[config.mk]
export PLATFORM = sky130hd
export DESIGN_NAME = lzwe_outq_flat
export DESIGN_NICKNAME = d
export VERILOG_FILES = /design/src/lzwe_pkg.sv /design/src/lzwe_if.sv /design/src/lzwe_outq.sv /design/src/flat_wrapper.sv
export SDC_FILE = /design/constraint.sdc
export NUM_CORES = 1
export LEC_CHECK = 0
export BUFFER_PORTS_ARGS = -buffer_cell sky130_fd_sc_hd__buf_2
export CORE_AREA = 5 5 93 95
export DETAILED_ROUTE_END_ITERATION = 10
export DIE_AREA = 0 0 98 100
export PLACE_DENSITY = 0.87
export SLEW_MARGIN = 20
export SYNTH_ARGS = -nofsm -noshare
export SYNTH_HDL_FRONTEND = slang
export SYNTH_SLANG_ARGS = --single-unit
[constraint.sdc]
create_clock -name clk -period 4.35 [get_ports clk]
set_input_delay 0.435 -clock clk [delete_from_list [all_inputs] [get_ports clk]]
set_output_delay 0.435 -clock clk [all_outputs]
set_load 0.01 [all_outputs]
[src/lzwe_pkg.sv]
// Package: shared constants, opcodes and structs of the LZW encoder.
package lzwe_pkg;

    localparam int LZWE_DICT_SIZE = 4096;
    localparam int MAX_CODE_W     = 16;
    localparam int MAX_WIDTH_W    = 5;
    localparam int RES_MAX        = 3;
    localparam int QUEUE_DEPTH    = 4;

    localparam logic OP_DATA  = 1'b0;
    localparam logic OP_CLOSE = 1'b1;

    // Up to three packed bytes produced by one input item.
    typedef struct packed {
        logic [RES_MAX-1:0][7:0] bytes;
        logic [1:0]              n;
    } bundle_t;

    // Result of packing one code into the byte stream.
    typedef struct packed {
        logic [7:0] byte0;
        logic [7:0] byte1;
        logic       two_bytes;
        logic [7:0] pb_new;
        logic [2:0] pbits_new;
    } pack_t;

endpackage

[src/lzwe_if.sv]


interface lzwe_out_if;
    logic       valid;
    logic       ready;
    logic [7:0] packed_byte;
    logic       last_of_run;

    modport source (output valid, output packed_byte, output last_of_run, input ready);
    modport sink   (input valid, input packed_byte, input last_of_run, output ready);
endinterface

[src/lzwe_outq.sv]
// Result queue: holds byte bundles and serializes them onto the byte channel.
module lzwe_outq
    import lzwe_pkg::*;
(
    input  logic                               clk,
    input  logic                               rst_n,
    input  logic                               push,
    input  bundle_t                            bundle,
    output logic [$clog2(QUEUE_DEPTH+1)-1:0]   count,
    lzwe_out_if.source                         codes
);

    localparam int PTR_W  = $clog2(QUEUE_DEPTH);
    localparam int QCNT_W = $clog2(QUEUE_DEPTH + 1);

    bundle_t             q_reg [QUEUE_DEPTH];
    logic [PTR_W-1:0]    wr_ptr_reg;
    logic [PTR_W-1:0]    rd_ptr_reg;
    logic [QCNT_W-1:0]   count_reg;
    logic [1:0]          idx_reg;

    bundle_t head;
    logic    last;
    logic    take;
    logic    pop;

    assign head  = q_reg[rd_ptr_reg];
    assign last  = (idx_reg == (head.n - 2'd1));
    assign take  = codes.valid && codes.ready;
    assign pop   = take && last;
    assign count = count_reg;

    assign codes.valid       = (count_reg != '0);
    assign codes.packed_byte = head.bytes[idx_reg];
    assign codes.last_of_run = last;

    always_ff @(posedge clk)
    begin
        if (push)
        begin
            q_reg[wr_ptr_reg] <= bundle;
        end
    end

    always_ff @(posedge clk or negedge rst_n)
    begin
        if (!rst_n)
        begin
            wr_ptr_reg <= '0;
            rd_ptr_reg <= '0;
            count_reg  <= '0;
            idx_reg    <= '0;
        end
        else
        begin
            if (push)
            begin
                wr_ptr_reg <= wr_ptr_reg + 1'b1;
            end
            if (take)
            begin
                if (last)
                begin
                    rd_ptr_reg <= rd_ptr_reg + 1'b1;
                    idx_reg    <= '0;
                end
                else
                begin
                    idx_reg <= idx_reg + 1'b1;
                end
            end
            count_reg <= count_reg + QCNT_W'(push) - QCNT_W'(pop);
        end
    end

endmodule

[src/flat_wrapper.sv]
// flat-port wrapper written by rule: the top's interface ports become plain ports
module lzwe_outq_flat import lzwe_pkg::*;
  (clk, rst_n, push, bundle, count, codes_valid, codes_packed_byte, codes_last_of_run, codes_ready);
  lzwe_out_if codes_i ();
  input  logic clk;
  input  logic rst_n;
  input  logic push;
  input  bundle_t bundle;
  output logic [$clog2(QUEUE_DEPTH+1)-1:0] count;
  output wire logic [$bits(codes_i.valid)-1:0] codes_valid;
  output wire logic [$bits(codes_i.packed_byte)-1:0] codes_packed_byte;
  output wire logic [$bits(codes_i.last_of_run)-1:0] codes_last_of_run;
  input wire logic [$bits(codes_i.ready)-1:0] codes_ready;
  assign codes_valid = codes_i.valid;
  assign codes_packed_byte = codes_i.packed_byte;
  assign codes_last_of_run = codes_i.last_of_run;
  assign codes_i.ready = codes_ready;
  lzwe_outq u_core (.clk(clk), .rst_n(rst_n), .push(push), .bundle(bundle), .count(count), .codes(codes_i));
endmodule
### After elaboration in Yosys (flattened, before gate mapping)

Memory sizes are Yosys's and may differ from the RTL's.
Cells that the tools add are included.

| storage, ports and cells | value |
|---|---|
| register bits | 9 |
| latch bits | 0 |
| bits in writable memories | 104 |
| memory bits (read-only) | 0 |
| bits of input ports | 30 |
| output and inout port bits | 13 |
| logic and storage cells | 22 |
| memories kept | 1 |

Memory list:

| name | depth | bits a word | rd ports | clocked after memory_dff | wr ports | RTL line | source |
|---|---|---|---|---|---|---|---|
| u_core.q_reg | 4 | 26 | 1 | 0 | 1 | lzwe_outq.sv:16 | `bundle_t q_reg [QUEUE_DEPTH];` |

| cells by class | value |
|---|---|
| $add $sub $neg | 6 |
| $mul | 0 |
| divide/modulo/power cells | 0 |
| order comparisons | 1 |
| equal/unequal tests | 1 |
| shift operators | 0 |
| muxes and demuxes | 5 |
| bitwise operators | 0 |
| reductions and logical operators | 4 |

Operator list:

| operator | number |
|---|---|
| 8-bit binary-select mux with 2-bit select | 1 |
| 8-bit two-way mux | 1 |
| 2-bit by 1-bit adder with 2-bit output, second input constant | 3 |
| 3-bit by 1-bit adder with 3-bit output | 1 |
| 2-bit by 3-bit less-than comparator with 1-bit output, second input constant | 1 |
| 3-bit nonzero test | 1 |
| 3-bit by 1-bit subtractor with 3-bit output | 1 |
| 2-bit equality test | 1 |
| 1-bit logical AND | 2 |
| 1-bit two-way mux | 2 |
| 2-bit two-way mux | 1 |
| 2-bit AND reduction | 1 |
| 2-bit by 1-bit subtractor with 2-bit output, second input constant | 1 |

### Logic depth before layout (Yosys ltp)

An unclocked memory read counts as a cell.

| depth | value |
|---|---|
| depth after elaboration | 5 |
| mapped depth | 10 |
| gate-level depth less buffers | 9 |

### Worst setup path before layout

OpenSTA, ideal clock, no wires.

| path | value |
|---|---|
| path type | reg-to-reg |
| start | register u_core.rd_ptr_reg[0] |
| end | register u_core.count_reg[2], in the netlist u_core.count[2] |
| setup time | 0.123 ns |
| arrival time | 2.697 ns |
| data required time | 4.227 ns |
| path slack | 1.530 ns |
| cell stages (with the launch flop) | 11 |
| buffers on the path | 1 |
| period minus slack after synthesis | 2.820 ns |
| cells stage by stage | dfrtp_1 buf_6 mux4_2 xnor2_4 mux2_4 ha_1 inv_1 ha_1 fa_1 xnor2_1 xnor2_1 |

| on the way | value |
|---|---|
| longest elaborated chain between the ends | 5 |

Ends and longest elaborated chain:

| element | RTL line | source |
|---|---|---|
| start, declared | lzwe_outq.sv:18 | `logic [PTR_W-1:0] rd_ptr_reg;` |
| start signal, assigned | lzwe_outq.sv:64 | `rd_ptr_reg <= rd_ptr_reg + 1'b1;` |
| memory 4 x 26 bit | n/a |  |
| 2-bit by 1-bit subtractor with 2-bit output | lzwe_outq.sv:28 | `assign last = (idx_reg == (head.n - 2'd1));` |
| 2-bit equality test | lzwe_outq.sv:28 |  |
| 1-bit logical AND | lzwe_outq.sv:30 | `assign pop = take && last;` |
| named net u_core.pop | lzwe_outq.sv:25 | `logic pop;` |
| 3-bit by 1-bit subtractor with 3-bit output | lzwe_outq.sv:72 | `count_reg <= count_reg + QCNT_W'(push) - QCNT_W'(pop);` |
| end signal, assigned | lzwe_outq.sv:72 |  |
| end, declared | lzwe_outq.sv:19 | `logic [QCNT_W-1:0] count_reg;` |

The timed path passes the listed nets, and every way through them passes these cells.
A chain may end at the register's enable or synchronous reset.

### Final worst setup path

| path | value |
|---|---|
| start | register u_core.rd_ptr_reg[0] |
| end | output port codes_packed_byte[4] |

| on the way | value |
|---|---|
| longest elaborated chain between the ends | 3 |

Ends and longest elaborated chain:

| element | RTL line | source |
|---|---|---|
| memory 4 x 26 bit | n/a |  |
| 8-bit binary-select mux with 2-bit select | lzwe_outq.sv:34 | `assign codes.packed_byte = head.bytes[idx_reg];` |
| 8-bit two-way mux (implied by the code) | lzwe_outq.sv:34 |  |
| end, declared | flat_wrapper.sv:11 | `output wire logic [$bits(codes_i.packed_byte)-1:0] codes_packed_byte;` |

No other way between the ends. The select of a mux whose other input is x is not followed.

==> metrics.txt <==
# TYPE chip_impl_metric gauge
chip_impl_metric{name="first_pass_iters",unit=""} 4
chip_impl_metric{name="timing.critical_path.fanout_max",unit=""} 22
chip_impl_metric{name="post_syn_instances",unit=""} 218
chip_impl_metric{name="grtUsageTotal",unit=""} 0.198
chip_impl_metric{name="post-synth-top-area-fraction",unit=""} 0.691
chip_impl_metric{name="avgSynthCellArea",unit="um^2"} 20.7
chip_impl_info{name="post_synth_main_area_contributors",value="sky130_fd_sc_hd__edfxtp_1 69%, sky130_fd_sc_hd__mux4_2 13%, sky130_fd_sc_hd__dfrtp_1 5.0%"} 1
chip_impl_metric{name="ys_ff_latch",unit=""} 113
chip_impl_info{name="yosysTopAreaCell",value="sky130_fd_sc_hd__edfxtp_1"} 1
chip_impl_metric{name="post_route_setup_slack",unit="ns"} 1.16
chip_impl_metric{name="floorplan.die.width",unit="um"} 98
chip_impl_metric{name="number_of_nets_in_the_final_layout",unit=""} 314
chip_impl_metric{name="drt_wl_total",unit="mm"} 8.93
chip_impl_metric{name="antenna_found_initial",unit=""} 0
chip_impl_metric{name="clk_pin_slew_worst_paths",unit="ns"} 0.06
chip_impl_metric{name="critPathRequiredTime",unit="ns"} 3.91
chip_impl_metric{name="vias_per_cell",unit=""} 5.81
chip_impl_metric{name="drive_above_1_share",unit=""} 0.369
chip_impl_metric{name="cts.htree.levels",unit=""} 4
chip_impl_metric{name="largest_register_ff_count",unit=""} 104
chip_impl_metric{name="floorplan.die.height",unit="um"} 100
chip_impl_metric{name="globalRouteOverflowTotal",unit=""} 0
chip_impl_metric{name="power-per-cell-area",unit="mW/mm^2"} 790
chip_impl_metric{name="post_synth_instance_area",unit="mm^2"} 0.00452
chip_impl_metric{name="wl_per_cell",unit="um"} 22.8
chip_impl_metric{name="gp_congestion",unit=""} 0.775
chip_impl_metric{name="layout.core_utilization",unit=""} 0.725
chip_impl_info{name="rsz0062_at_grt",value="no"} 1
chip_impl_metric{name="ctsLongestPathBuffers",unit=""} 2
chip_impl_metric{name="cts_inserted_buffers",unit=""} 17
chip_impl_info{name="setup.worst_path.end_class",value="primary output"} 1
chip_impl_info{name="worstHoldPathType",value="primary input to flop"} 1
chip_impl_metric{name="stdcell_area",unit="mm^2"} 0.00555
chip_impl_metric{name="synth_fp_nets",unit=""} 255
chip_impl_metric{name="initial_core_util",unit=""} 0.591
chip_impl_metric{name="fp.dieArea",unit="mm^2"} 0.00980
chip_impl_metric{name="drt_iter0_drc",unit=""} 153
chip_impl_metric{name="slew-limit-headroom",unit=""} 0.498
chip_impl_metric{name="ys.warnings.count",unit=""} 0
chip_impl_metric{name="static-leakage-power",unit="nW"} 2.02
chip_impl_metric{name="post_placement_setup_slack",unit="ns"} 1.28
chip_impl_metric{name="grt_pass1_wl",unit="mm"} 13.9
chip_impl_metric{name="synth_sequential_area_ratio",unit=""} 0.741
chip_impl_metric{name="via_count",unit=""} 2278
chip_impl_metric{name="io-pin-count",unit=""} 43
chip_impl_metric{name="final_hold_viol_count",unit=""} 0
chip_impl_info{name="critPathLaunchType",value="flop"} 1
chip_impl_metric{name="worst_clock_skew",unit="ns"} 0.0102
chip_impl_metric{name="min_period_over_period",unit=""} 0.733
chip_impl_metric{name="timing.final.setup_violations",unit=""} 0
chip_impl_info{name="critPathKind",value="flop to primary output"} 1
chip_impl_metric{name="clkLatencyLatePin",unit="ns"} 0.51
chip_impl_metric{name="maximum_clock_frequency",unit="MHz"} 314
chip_impl_metric{name="worst-endpoint-arrival",unit="ns"} 2.75
chip_impl_metric{name="place_hpwl",unit="mm"} 4.76
chip_impl_metric{name="max_cap_violations",unit=""} 0
chip_impl_metric{name="core_area",unit="mm^2"} 0.00765
chip_impl_metric{name="fin_setup_tns",unit="ns"} 0
chip_impl_metric{name="grt_max_degree",unit=""} 27
chip_impl_info{name="tritoncts",value="built"} 1
chip_impl_info{name="clock_tree.root_cell",value="sky130_fd_sc_hd__clkbuf_8"} 1
chip_impl_metric{name="area.growth.synth_to_final",unit="%"} 22.7
chip_impl_metric{name="post_dp_cell_area",unit="mm^2"} 0.00486
chip_impl_metric{name="grt_pass1_vias",unit=""} 2468
chip_impl_metric{name="yosys.cell_types.count",unit=""} 29
chip_impl_metric{name="drcViolationCount",unit=""} 0
chip_impl_metric{name="placement_rows",unit=""} 32
chip_impl_metric{name="worstMarginPinSlew",unit="ns"} 0.753
chip_impl_metric{name="total_power",unit="W"} 0.00438
chip_impl_metric{name="io_buffers",unit=""} 42
chip_impl_metric{name="clkSinkCount",unit=""} 113
chip_impl_metric{name="antenna-diode-count",unit=""} 0
chip_impl_metric{name="post_cts_resize_count",unit=""} 0
chip_impl_metric{name="max-vdd-ir-drop",unit="mV"} 0.497
chip_impl_metric{name="finalCriticalPeriod",unit="ns"} 3.19
chip_impl_metric{name="timing_max_transition_violations_final",unit=""} 0
chip_impl_info{name="outcome",value="finished, final reports clean"} 1
chip_impl_metric{name="postRouteAntennaNets",unit=""} 0
-- final cells by class --
type / count / area [um^2]
Sequential cell: 113 / 3350
Clock buffer: 18 / 418
Inverter: 15 / 56.3
Tap cell: 102 / 128
Clock inverter: 14 / 260
Fill cell: 427 / 2100
Timing Repair Buffer: 49 / 265
Multi-Input combinational cell: 81 / 1070
-- power by group --
part,switching [W],total [W],internal (W)
Clock,0.000476,0.00158,0.00110
Sequential,0.000159,0.00160,0.00144
Combinational,0.000637,0.00120,0.000566
Total,0.00127,0.00438,0.00311
-- worst max-delay path: stages (launching register included) --
cell and delay, ns:
sky130_fd_sc_hd__dfrtp_1 0.59, sky130_fd_sc_hd__buf_4 0.45, sky130_fd_sc_hd__mux4_2 0.57, sky130_fd_sc_hd__mux2i_1 0.27, sky130_fd_sc_hd__o22ai_1 0.16, sky130_fd_sc_hd__buf_2 0.19
-- metrics by stage --
step	hold slack, ns	cells
after global placement	0.300	359
after floorplan	0.139	218
after detailed placement	0.303	359
after global routing	0.124	392
after CTS	0.125	392
final	0.146	392
-- cells by family after synthesis --
kind of cell | share of synthesized area
fa+ha+maj | 0.0210
mux | 0.155
compound gates | 0.0233
flops | 0.741
simple gates | 0.0213
buf+inv | 0.0224
xor+xnor | 0.0158
-- placed cells by master (no fill, tap or decap), types with 2 or more instances in the layout --
cell                        synthesis  layout
sky130_fd_sc_hd__a21oi_1            3       3
sky130_fd_sc_hd__edfxtp_1         104     104
sky130_fd_sc_hd__buf_4              0       6
sky130_fd_sc_hd__and2_1             4       4
sky130_fd_sc_hd__nand2_1            3       3
sky130_fd_sc_hd__clkbuf_16          0      16
sky130_fd_sc_hd__clkinv_4           0       3
sky130_fd_sc_hd__clkinv_1           0       2
sky130_fd_sc_hd__nor3b_1            2       2
sky130_fd_sc_hd__o22ai_1            9       9
sky130_fd_sc_hd__xnor2_1            4       4
sky130_fd_sc_hd__inv_1             15      15
sky130_fd_sc_hd__mux2i_1            9       9
sky130_fd_sc_hd__nand2b_1           3       3
sky130_fd_sc_hd__mux4_2            26      26
sky130_fd_sc_hd__bufinv_16          0       7
sky130_fd_sc_hd__buf_2              3      42
sky130_fd_sc_hd__dfrtp_1            9       9
sky130_fd_sc_hd__ha_1               6       6
-- cells in the mapped netlist --
master	instances
sky130_fd_sc_hd__buf_6	1
sky130_fd_sc_hd__o31ai_1	1
sky130_fd_sc_hd__o31ai_4	1
sky130_fd_sc_hd__ha_1	6
sky130_fd_sc_hd__nand2b_1	3
sky130_fd_sc_hd__dfrtp_1	9
sky130_fd_sc_hd__inv_1	15
sky130_fd_sc_hd__buf_2	3
sky130_fd_sc_hd__clkbuf_1	3
sky130_fd_sc_hd__edfxtp_1	104
sky130_fd_sc_hd__mux4_2	26
sky130_fd_sc_hd__o22ai_1	9
sky130_fd_sc_hd__nor4b_1	1
sky130_fd_sc_hd__xnor2_1	4
sky130_fd_sc_hd__mux2_2	1
sky130_fd_sc_hd__nor3b_1	2
sky130_fd_sc_hd__and2_1	4
sky130_fd_sc_hd__xnor2_4	1
sky130_fd_sc_hd__mux2_4	1
sky130_fd_sc_hd__o21ai_0	1
sky130_fd_sc_hd__buf_1	2
sky130_fd_sc_hd__or3_1	1
sky130_fd_sc_hd__nand2_1	3
sky130_fd_sc_hd__nor3_1	1
sky130_fd_sc_hd__a21oi_1	3
sky130_fd_sc_hd__mux2i_1	9
sky130_fd_sc_hd__xor2_1	1
sky130_fd_sc_hd__fa_1	1
sky130_fd_sc_hd__nor2b_1	1
-- what timing repair did --
item | 4_1_cts | 5_1_grt
hold buffers | 1 | 0
hold endpoints to repair | 9 | 0
setup buffers | 0 | 0
endpoints found under the setup margin | 0 | 0
-- path summary, 6_finish.rpt --
check	startpoint	end	slack, ns	cells after the start
max	u_core.rd_ptr_reg[0]	codes_packed_byte[4]	1.16	5
min	bundle[2]	u_core.q_reg[2][2]	0.15	1
max reg2reg	u_core.rd_ptr_reg[0]	u_core.count[2]	1.25	9
min reg2reg	u_core.wr_ptr_reg[0]	u_core.wr_ptr_reg[0]	0.56	1
max in group asynchronous	rst_n	u_core.wr_ptr_reg[0]	3.84	2
min in group asynchronous	rst_n	u_core.rd_ptr_reg[0]	0.31	2
-- per-layer routing --
layer  up-vias  part of all wire  track usage
met5         -                 0            0
met3        10             0.047       0.0618
met2        66              0.52        0.320
met4         0             0.016       0.0809
met1      1205              0.41        0.253
li1        997                 -            -
Power figures use the tool's default switching activity.
