==> config.mk <==
export PLATFORM = sky130hd
export DESIGN_NAME = lzwe_pack
export DESIGN_NICKNAME = d
export VERILOG_FILES = /design/src/lzwe_pkg.sv /design/src/lzwe_pack.sv
export SDC_FILE = /design/constraint.sdc
export NUM_CORES = 1
export LEC_CHECK = 0
export BUFFER_PORTS_ARGS = -buffer_cell sky130_fd_sc_hd__buf_2
export CAP_MARGIN = 40
export CORE_MARGIN = 2
export CORE_UTILIZATION = 50
export DETAILED_ROUTE_END_ITERATION = 10
export MAX_ROUTING_LAYER = met4
export PLACE_DENSITY_LB_ADDON = 0.15
export SYNTH_ARGS = -nofsm -noshare
export SYNTH_HDL_FRONTEND = slang
export SYNTH_SLANG_ARGS = --single-unit
==> constraint.sdc <==
create_clock -name vclk -period 3.41
set_input_delay 0 -clock vclk [all_inputs]
set_output_delay 0 -clock vclk [all_outputs]
set_load 0.02 [all_outputs]
==> src/lzwe_pkg.sv <==
// Package: shared constants, opcodes and structs of the LZW encoder.
package lzwe_pkg;

    localparam int LZWE_DICT_SIZE = 4096;
    localparam int MAX_CODE_W     = 16;
    localparam int MAX_WIDTH_W    = 5;
    localparam int RES_MAX        = 3;
    localparam int QUEUE_DEPTH    = 4;

    localparam logic OP_DATA  = 1'b0;
    localparam logic OP_CLOSE = 1'b1;

    // Up to three packed bytes produced by one input item.
    typedef struct packed {
        logic [RES_MAX-1:0][7:0] bytes;
        logic [1:0]              n;
    } bundle_t;

    // Result of packing one code into the byte stream.
    typedef struct packed {
        logic [7:0] byte0;
        logic [7:0] byte1;
        logic       two_bytes;
        logic [7:0] pb_new;
        logic [2:0] pbits_new;
    } pack_t;

endpackage

==> src/lzwe_pack.sv <==
// Bit packer: splits one code into completed bytes and a new partial byte.
module lzwe_pack
    import lzwe_pkg::*;
(
    input  logic [MAX_CODE_W-1:0]  code_value,
    input  logic [MAX_WIDTH_W-1:0] code_width,
    input  logic [7:0]             partial_byte,
    input  logic [2:0]             partial_bits,
    output pack_t                  result
);

    logic [3:0]            room;
    logic [MAX_WIDTH_W-1:0] left;
    logic [MAX_CODE_W-1:0] vshift;
    logic [MAX_CODE_W-1:0] rem_val;
    logic [2:0]            rem;
    logic [3:0]            rem_gap;

    always_comb
    begin
        room    = 4'd8 - {1'b0, partial_bits};
        left    = code_width - MAX_WIDTH_W'(room);
        vshift  = code_value >> room;

        result.byte0     = partial_byte | (code_value[7:0] & (8'hFF >> (4'd8 - room)));
        result.byte1     = vshift[7:0];
        result.two_bytes = (left >= MAX_WIDTH_W'(8));

        if (result.two_bytes)
        begin
            rem_val = vshift >> 8;
            rem     = left[2:0];
        end
        else
        begin
            rem_val = vshift;
            rem     = left[2:0];
        end

        // Leftover bits sit at the top of the new partial byte.
        rem_gap          = 4'd8 - {1'b0, rem};
        result.pb_new    = (rem_val[7:0] & (8'hFF >> rem_gap)) << rem_gap;
        result.pbits_new = rem;
    end

endmodule

# Word level (Yosys, flattened, before mapping)

Cells that the tools add are included.

Muxes and demuxes: 1
Shift operators: 4
Divide/modulo/power cells: 0
$add $sub $neg: 4
Reductions and logical operators: 0
Order comparisons: 1
Equality and inequality tests: 0
$mul: 0
Bitwise operators: 3

Operators by type and width:

| cell                                                               | number |
|---|---|
| AND 8 bit                                                          | 2 |
| right shift 16 x 4 -> 16 bit                                       | 1 |
| right shift 8 x 4 -> 8 bit (first input constant)                  | 2 |
| two-way mux 8 bit                                                  | 1 |
| OR 8 bit                                                           | 1 |
| << shifter 8 x 4 -> 8 bit                                          | 1 |
| subtractor 4 x 3 -> 4 bit (first input constant)                   | 2 |
| greater-or-equal comparator 5 x 4 -> 1 bit (second input constant) | 1 |
| subtractor 5 x 4 -> 5 bit                                          | 1 |
| subtractor 4 bit (first input constant)                            | 1 |

Bits in writable memories: 0
Bits in latches: 0
Memories: 0
Output and inout bits: 28
Register bits after elaboration: 0
Logic and storage cells: 13
Input bits: 32
Bits in read-only memories: 0

# Longest topological paths before layout

Gate-level depths: netlist (run 1).

Word-level depth: 6
Mapped depth: 16
Depth with buffers taken out: 12

# Worst setup path before layout (run 1)

OpenSTA, ideal clock, no wires.

Path kind: input to output
From: input port partial_bits[0]
To: output port result[10] (netlist bit)
Stages: 16
Path slack: 245 ps
Arrival: 3165 ps
Data required time: 3410 ps
Path buffers: 4
Cells stage by stage: buf_4 > buf_6 > inv_1 > ha_1 > buf_6 > nand2b_2 > nor2b_1 > ha_1 > inv_1 > ha_1 > and2_1 > or2_0 > clkbuf_1 > a2111oi_0 > nor3_1 > o2111ai_1

RTL lines:

| what            | RTL line       | RTL |
|---|---|---|
| start, declared | lzwe_pack.sv:8 | `input logic [2:0] partial_bits,` |
| end, declared   | lzwe_pack.sv:9 | `output pack_t result` |

==> results of run 1 <==
==> synth_stat cells, drive strengths merged, types with 4 or more instances <==
cell type / number / share of area (%)
a211oi: 6 / 2.9
a21o: 4 / 1.8
a21oi: 11 / 3.2
a31o: 4 / 2.1
and2: 6 / 2.2
buf: 10 / 4.1
clkbuf: 5 / 1.1
ha: 11 / 8.1
inv: 17 / 4.0
mux2i: 8 / 4.7
mux4: 9 / 13
nand2: 20 / 4.4
nand2b: 8 / 4.0
nand3: 8 / 2.3
nand4: 5 / 2.2
nor2: 15 / 3.3
nor2b: 4 / 1.6
nor3: 8 / 3.0
o2111ai: 4 / 3.1
o211ai: 6 / 2.6
o21ai: 16 / 5.3
==> per-layer routing <==
| layer | part of all wire (%) | routed length (um) | track usage [%] | vias to the layer above |
|---|---|---|---|---|
| met5 | 0 | 0 | - | - |
| met4 | 0.71 | 36 | 1.67 | 0 |
| met3 | 5.5 | 279 | 0.901 | 4 |
| met2 | 50 | 2530 | 47.8 | 73 |
| met1 | 44 | 2200 | 34.9 | 928 |
| li1 | - | - | - | 985 |
==> critical path: cells and delay by family <==
kind | cells | cell delay [ps]
simple gates | 2 | 280
buf+inv | 3 | 440
mux | 1 | 390
fa+ha+maj | 2 | 780
compound gates | 5 | 1170
==> through the flow <==
stage	worst slack (ps)	area, sq um	hold slack (ps)	power, mW
floorplan	245	1710	141	0.436
global placement	421	2010	289	0.587
detailed placement	411	2010	298	0.588
CTS	384	2010	300	0.590
global route	6.15	2010	307	0.647
finish	351	2010	297	0.595
==> power breakdown <==
part | switching [mW] | leakage, nW | total, mW | internal (mW)
combinational | 0.370 | 0.920 | 0.595 | 0.225
clock | 0 | 0 | 0 | 0
sequential | 0 | 0 | 0 | 0
total | 0.370 | 0.920 | 0.595 | 0.225
==> worst max-delay path by stage <==
stage                    startpoint    endpoint  slack [ps]
detailed placement  partial_bits[0]   result[6]         410
global placement    partial_bits[1]   result[5]         420
finish              partial_bits[0]   result[5]         350
floorplan           partial_bits[0]  result[10]         240
CTS                 partial_bits[0]   result[5]         380
global route        partial_bits[0]  result[10]           6
==> cells by family (layout without fill, tap and decap cells) <==
kind of cell | count (synthesis) | in the layout | synth area share [%]
XOR/XNOR | 4 | 4 | 2.49
AO/OA/AOI/OAI | 78 | 78 | 34.7
adder cells (fa/ha/maj) | 11 | 11 | 8.06
multiplexers | 19 | 19 | 18.5
AND/OR/NAND/NOR | 84 | 84 | 27.0
buffers and inverters | 32 | 82 | 9.23
==> final cells by class <==
cell class         count  area, sq um
inverters             17         68.8
multi-input cells    196         1550
well taps             46         57.6
repair buffers        65          338
fillers              351         1300
==> metrics.txt, run 1 <==
status finished clean; GPL Wtd Cong 0.887; drt total wl 5040 um; Mapped Cells 228; synthesized area per cell 7.49 sq um; CP Max Fanout 13; Storage cell area 0 sq um; Residual DRC 0; synth unique cells 63; final hold violation count 0; CP startpoint kind input port; placed insts 324; Pleak 0.920 nW; via-per-instance ratio 6.14; Worst Setup End Kind output port; global route overflow 0; clock buffers 0; Critical Path Slowest Stage Cell ha_1; worst hold start partial_byte[0]; post-CTS setup buffers 0; CP cell instances buf_2 > inv_1 > ha_1 > ha_1 > nand2b_4 > o2111ai_4 > mux2i_1 > o21a_2 > o21ai_0 > and2_1 > o32a_1 > a211oi_2 > buf_2; core area 3310 sq um; DR iter-0 viols 174; wire per inst 15.6 um; WP data arrival 3060 ps; Seq Cell Count 0; worst vdd ir 88.7 uV; ant diodes 0; initial antenna violation count 0; WP data required 3410 ps; fin crit share 89.7%; layout cell share with drive strength beyond 1 32.0%; Post-Syn Nets 271; worst slew pin tran 493 ps; DIE WIDTH 62.4 um; Slew Limit Headroom 67.1%; Pre-antenna DRT Iters 4; initial cell density of the core 51.6%; GRT Total Usage 26.6%; most common cell after layout, fill and taps aside buf_2; post-route setup TNS 0 ps; layout net count 323; vias 1990; unrepaired setup endpoints after global routing no; final core occ 60.8%; io pins 60; Yosys warnings 0; critical path type input port to output port; f_max 327 MHz; Die H 62.4 um; commonest cells after routing, fill and taps aside 60 x buf_2, 20 x nand2_1, 16 x inv_1; HP Class input port to output port; Max Slew Vio Count 0; Hold Buf Count CTS 0; Die Area 3900 sq um; number of global-route vias before repair 1831; DP HPWL 4110 um; row cnt 21; Pwr Density 295 nW/um^2; register area share after synthesis 0%; Post-CTS Resized 0; Max stage delay on crit path 550 ps; Max-Cap Viols 0; hold-critical path depth 3; setup violators final 0; PortBufs 60; Tmin final 3060 ps; post-synthesis cell area 1710 sq um; largest net degree at the start of global routing 28; Layout area overhead 17.9%; fin cells 324; final antenna-violating net count 0; first-pass GRT wire length 8640 um; Min-Delay Endpoint result[20]
Power figures use the tool's default switching activity.
==> run 2, diff against run 1 <==
--- a/config.mk
+++ b/config.mk
@@ -6,8 +6,11 @@
 export NUM_CORES = 1
 export LEC_CHECK = 0
+export ABC_AREA = 1
 export BUFFER_PORTS_ARGS = -buffer_cell sky130_fd_sc_hd__buf_2
 export CAP_MARGIN = 40
+export CELL_PAD_IN_SITES_DETAIL_PLACEMENT = 1
+export CELL_PAD_IN_SITES_GLOBAL_PLACEMENT = 1
 export CORE_MARGIN = 2
-export CORE_UTILIZATION = 50
+export CORE_UTILIZATION = 34
 export DETAILED_ROUTE_END_ITERATION = 10
 export MAX_ROUTING_LAYER = met4
==> constraint.sdc (replaced) <==
create_clock -name vclk -period 3.41
set_input_delay 0.341 -clock vclk [all_inputs]
set_output_delay 0.341 -clock vclk [all_outputs]
set_load 0.02 [all_outputs]
==> metrics.txt, run 2 <==
status finished clean (unchanged); final hold violation count 0 (unchanged); DP HPWL 5090 um (was 4110 um); final core occ 42.9% (was 60.8%); cell taking the most area after synthesis nand2_1 (was ha_1); first-pass GRT wire length 10000 um (was 8640 um); sw frac 65.6% (was 62.1%); via-per-instance ratio 4.98 (was 6.14); Pre-antenna DRT Iters 4 (unchanged); row cnt 26 (was 21); drt total wl 5890 um (was 5040 um); Storage cell area 0 sq um (unchanged); vias 2304 (was 1990); layout net count 438 (was 323); clock share of power 0% (about the same); most common cell after layout, fill and taps aside nand2_1 (was buf_2); core area 5040 sq um (was 3310 sq um); Pleak 1.27 nW (was 0.920 nW); P_sw 0.447 mW (was 0.370 mW); layout cell share with drive strength beyond 1 27.5% (was 32.0%); global route overflow 0 (unchanged); Yosys warnings 0 (unchanged); top post-synthesis cells by area nand2_1 26%, nand3_1 20%, inv_1 8.1%, ha_1 7.9%, o211ai_1 3.4% (was ha_1 8.1%, mux4_2 7.9%, mux2i_1 4.7%, mux4_1 4.6%, nand2_1 4.4%); GPL Wtd Cong 0.874 (was 0.887); internal power 0.235 mW (was 0.225 mW); GR Layer Usage met2 40.4% (was 47.8%); register area share after synthesis 0% (unchanged); Die Area 5750 sq um (was 3900 sq um); wire per inst 12.7 um (was 15.6 um); io pins 60 (unchanged); Die H 75.8 um (was 62.4 um); Hold Buf Count CTS 0 (unchanged); Residual DRC 0 (unchanged); Mapped Cells 334 (was 228); CP Max Fanout 10 (was 13); largest net degree at the start of global routing 34 (was 28); combinational share of power 100.0% (about the same); top cell type's share of synthesized area 25.7% (was 8.06%); CP startpoint kind input port (unchanged); Post-synth top cells 120 x nand2_1, 71 x nand3_1, 38 x inv_1 (was 20 x nand2_1, 16 x inv_1, 15 x nor2_1, 15 x o21ai_0); DR iter-0 viols 73 (was 174); ant diodes 0 (unchanged); Layout area overhead 23.5% (was 17.9%); met3 usage in global routing 0.132% (was 0.901%); PortBufs 60 (unchanged); fin crit share 91.4% (was 89.7%); Seq Cell Count 0 (unchanged); unrepaired setup endpoints after global routing no (unchanged); PnR worst setup slack 293 ps (was 351 ps); HP Class input port to output port (unchanged); placed insts 463 (was 324); GR Layer Usage met1 28.8% (was 34.9%); synthesized area per cell 5.25 sq um (was 7.49 sq um); worst vdd ir 96.3 uV (was 88.7 uV); post-synthesis cell area 1750 sq um (was 1710 sq um); GRT Max-Usage Layer met2 (unchanged); post-route setup TNS 0 ps (unchanged); setup violators final 0 (unchanged); Slew Limit Headroom 78.1% (was 67.1%); Post-Syn Nets 377 (was 271); initial cell density of the core 34.8% (was 51.6%); Max-Cap Viols 0 (unchanged); WP data arrival 2780 ps (was 3060 ps); DIE WIDTH 75.8 um (was 62.4 um); number of global-route vias before repair 2266 (was 1831); final antenna-violating net count 0 (unchanged); Max Slew Vio Count 0 (unchanged); Pwr Density 315 nW/um^2 (was 295 nW/um^2); initial antenna violation count 0 (unchanged); commonest cells after routing, fill and taps aside 119 x nand2_1, 71 x nand3_1, 59 x buf_2 (was 60 x buf_2, 20 x nand2_1, 16 x inv_1); synth unique cells 33 (was 63); f_max 321 MHz (was 327 MHz); fin cells 463 (was 324); clock buffers 0 (unchanged); worst slew pin tran 328 ps (was 493 ps); most frequent cell after synthesis nand2_1 (unchanged); Tmin final 3120 ps (was 3060 ps); WP data required 3070 ps (was 3410 ps); GRT Total Usage 22.0% (was 26.6%); critical path type input port to output port (unchanged); sequential share of power 0% (about the same); Worst Setup End Kind output port (unchanged); pre-CTS setup slack 149 ps (was 411 ps)
run 2: changes by cell type after synthesis, moves of 6 or more:
cell     change
nor2_1       -7
inv_1       +22
nor3_1       -6
a21oi_1      -6
mux2i_1      -8
nand2_2      +8
nand3_1     +63
nand2_1    +100
mux4_2       -6
o21ai_0      -9
run 2: area by class of cell:
| type | count | area, sq um |
|---|---|---|
| Fill cell | 767 | 2880 |
| Tap cell | 70 | 87.6 |
| Inverter | 46 | 175 |
| Multi-Input combinational cell | 274 | 1500 |
| Timing Repair Buffer | 73 | 400 |
run 2: power by group through the flow:
stage	registers [mW]	clock network [mW]	logic [mW]
2_1_floorplan	0	0	0.481
5_1_grt	0	0	0.768
3_5_place_dp	0	0	0.678
6_report	0	0	0.682
4_1_cts	0	0	0.681
3_3_place_gp	0	0	0.666
run 2: logic make-up after synthesis:
kind of cell             synth area share (%)
AO/OA/AOI/OAI                            12.6
XOR/XNOR                                0.928
adder cells (fa/ha/maj)                  7.85
buffers and inverters                    15.3
AND/OR/NAND/NOR                          63.3
run 2: worst paths after layout:
path,depth (start not counted),to,start
setup / recovery,20,result[10],partial_bits[1]
hold / removal,4,result[23],partial_byte[3]
run 2: metrics by stage:
step / area (sq um) / hold WS, ps / total power [mW]
2_1_floorplan: 1750 / 858 / 0.481
6_report: 2160 / 986 / 0.682
3_5_place_dp: 2140 / 992 / 0.678
3_3_place_gp: 2140 / 985 / 0.666
4_1_cts: 2140 / 993 / 0.681
5_1_grt: 2160 / 1010 / 0.768
run 2: timing repair:
action                     CTS  global route
hold endpoints to repair     0             0
setup buffers                0             0
resized for setup            0             4
setup endpoints to repair    0             5
run 2: critical path, cell delays in order:
cell and delay (ps):
buf_2 130, inv_1 90, ha_4 210, inv_2 50, nand2_1 80, and2_1 150
ha_1 320, inv_1 90, ha_2 220, inv_1 70, nand3_2 110, nand3_4 140
nand2_1 150, nand4_1 140, nand2_1 80, nand2_1 70, nand3_1 80, nand2_1 60
inv_1 50, buf_2 150
run 2: metal layers:
layer	up-vias	part of all wire (%)	wire length, um
met1	1051	49	2880
li1	1210	-	-
met4	0	0	0
met2	43	48	2830
met3	0	2.9	172
met5	-	0	0
==> run 3, diff against run 2 <==
- clock period: 3.41 -> 3.13 ns (I/O delays scaled with it)
==> metrics.txt, run 3 (synthesis results as in run 2) <==
status finished clean (unchanged); Storage cell area 0 sq um (unchanged); Filler cells 750 (was 767); WP data required 2820 ps (was 3070 ps); GPL Wtd Cong 0.937 (was 0.874); wire per inst 13.0 um (was 12.7 um); Pwr Density 358 nW/um^2 (was 315 nW/um^2); DIE WIDTH 75.8 um (unchanged); vias 2352 (was 2304); PortBufs 60 (unchanged); CP Max Fanout 8 (was 10); worst vdd ir 129 uV (was 96.3 uV); worst slew pin tran 313 ps (was 328 ps); via-per-instance ratio 5.01 (was 4.98); Die Area 5750 sq um (unchanged); clock buffers 0 (unchanged); hold-critical path depth 4 (unchanged); Worst Setup End Kind output port (unchanged); io pins 60 (unchanged); fin cells 469 (was 463); number of global-route vias before repair 2211 (was 2266); Pre-antenna DRT Iters 5 (was 4); final hold violation count 0 (unchanged); Pleak 1.31 nW (was 1.27 nW); Max-Cap Viols 0 (unchanged); DP HPWL 5150 um (was 5090 um); commonest cells after routing, fill and taps aside 112 x nand2_1, 70 x nand3_1, 59 x buf_2 (was 119 x nand2_1, 71 x nand3_1, 59 x buf_2); HP Class input port to output port (unchanged); unrepaired setup endpoints after global routing no (unchanged); Max Slew Vio Count 0 (unchanged); DR iter-0 viols 53 (was 73); Slew Limit Headroom 78.9% (was 78.1%); final antenna-violating net count 0 (unchanged); f_max 338 MHz; Residual DRC 0 (unchanged); largest net degree at the start of global routing 31 (was 34); first-pass GRT wire length 9760 um (was 10000 um); WP data arrival 2640 ps (was 2780 ps); drt total wl 6120 um (was 5890 um); final core occ 45.8% (was 42.9%); Seq Cell Count 0 (unchanged); most common cell after layout, fill and taps aside nand2_1 (unchanged); core area 5040 sq um (unchanged); CP startpoint kind input port (unchanged); row cnt 26 (unchanged); initial antenna violation count 0 (unchanged); fin crit share 94.5%; critical path type input port to output port (unchanged); GRT Total Usage 21.6% (was 22.0%); post-route setup TNS 0 ps (unchanged); layout cell share with drive strength beyond 1 33.6% (was 27.5%); initial cell density of the core 34.8% (unchanged); post-CTS setup buffers 0 (unchanged); Final Power 0.827 mW (was 0.682 mW); global route overflow 0 (unchanged); Layout area overhead 31.8% (was 23.5%); ant diodes 0 (unchanged); Die H 75.8 um (unchanged); setup violators final 0 (unchanged); layout net count 444 (was 438); placed insts 469 (was 463); Tmin final 2960 ps
run 3: cell count changes in the layout (fill, tap and decap cells not counted), moves of 3 or more:
cell     delta
nand2_1     -7
nand2_2     +7
buf_4       +6
a21oi_1     -4
a21oi_4     +3
run 3: path summary, 6_finish.rpt:
| path | from | end | slack (ps) |
|---|---|---|---|
| worst max-delay path | partial_bits[1] | result[10] | 170 |
| worst min-delay path | partial_byte[3] | result[23] | 930 |
run 3: timing repair:
item / in CTS / in global routing
hold buffers: 0 / 0
endpoints found under the setup margin: 0 / 7
gates resized for setup: 0 / 18
run 3: area by class of cell:
cell class,instances,area (sq um),share of cell area (%)
inverters,46,175,7.58
well taps,70,87.6,3.79
multi-input cells,274,1600,69.4
repair buffers,79,445,19.3
run 3: where the power goes:
part	leakage (nW)	total, mW	switching (mW)	internal (mW)
Sequential	0	0	0	0
Combinational	1.31	0.827	0.527	0.299
Clock	0	0	0	0
run 3: metrics by stage:
| stage | worst slack, ps | area [sq um] | hold WS, ps |
|---|---|---|---|
| after CTS | 32.3 | 2230 | 938 |
| final | 173 | 2310 | 932 |
| after global routing | 5.57 | 2310 | 957 |
| after floorplan | -8.56 | 1800 | 802 |
| after detailed placement | 43.3 | 2230 | 936 |
| after global placement | 105 | 2230 | 924 |
run 3: per-layer routing:
layer	vias to the layer above	wire length [um]	share of wire [%]	GRT usage (%)
li1	1221	-	-	-
met4	0	21	0.34	1.56
met3	4	215	3.5	0.132
met5	-	0	0	-
met2	56	3020	49	39.3
met1	1071	2860	47	27.8
run 3: critical path, stage by stage:
cell and delay, ps:
buf_2 130, inv_1 70, ha_4 290, inv_2 40
nand2_1 80, and2_4 150, ha_4 140, inv_1 50
nand2_2 90, nand3_1 100, nand3_2 130, nand2_2 70
nor2_4 270, nand2_2 80, nand3_2 120, nand2_1 80
nand3_1 120, nand3_1 90, nand2_1 60, inv_1 30
buf_2 140
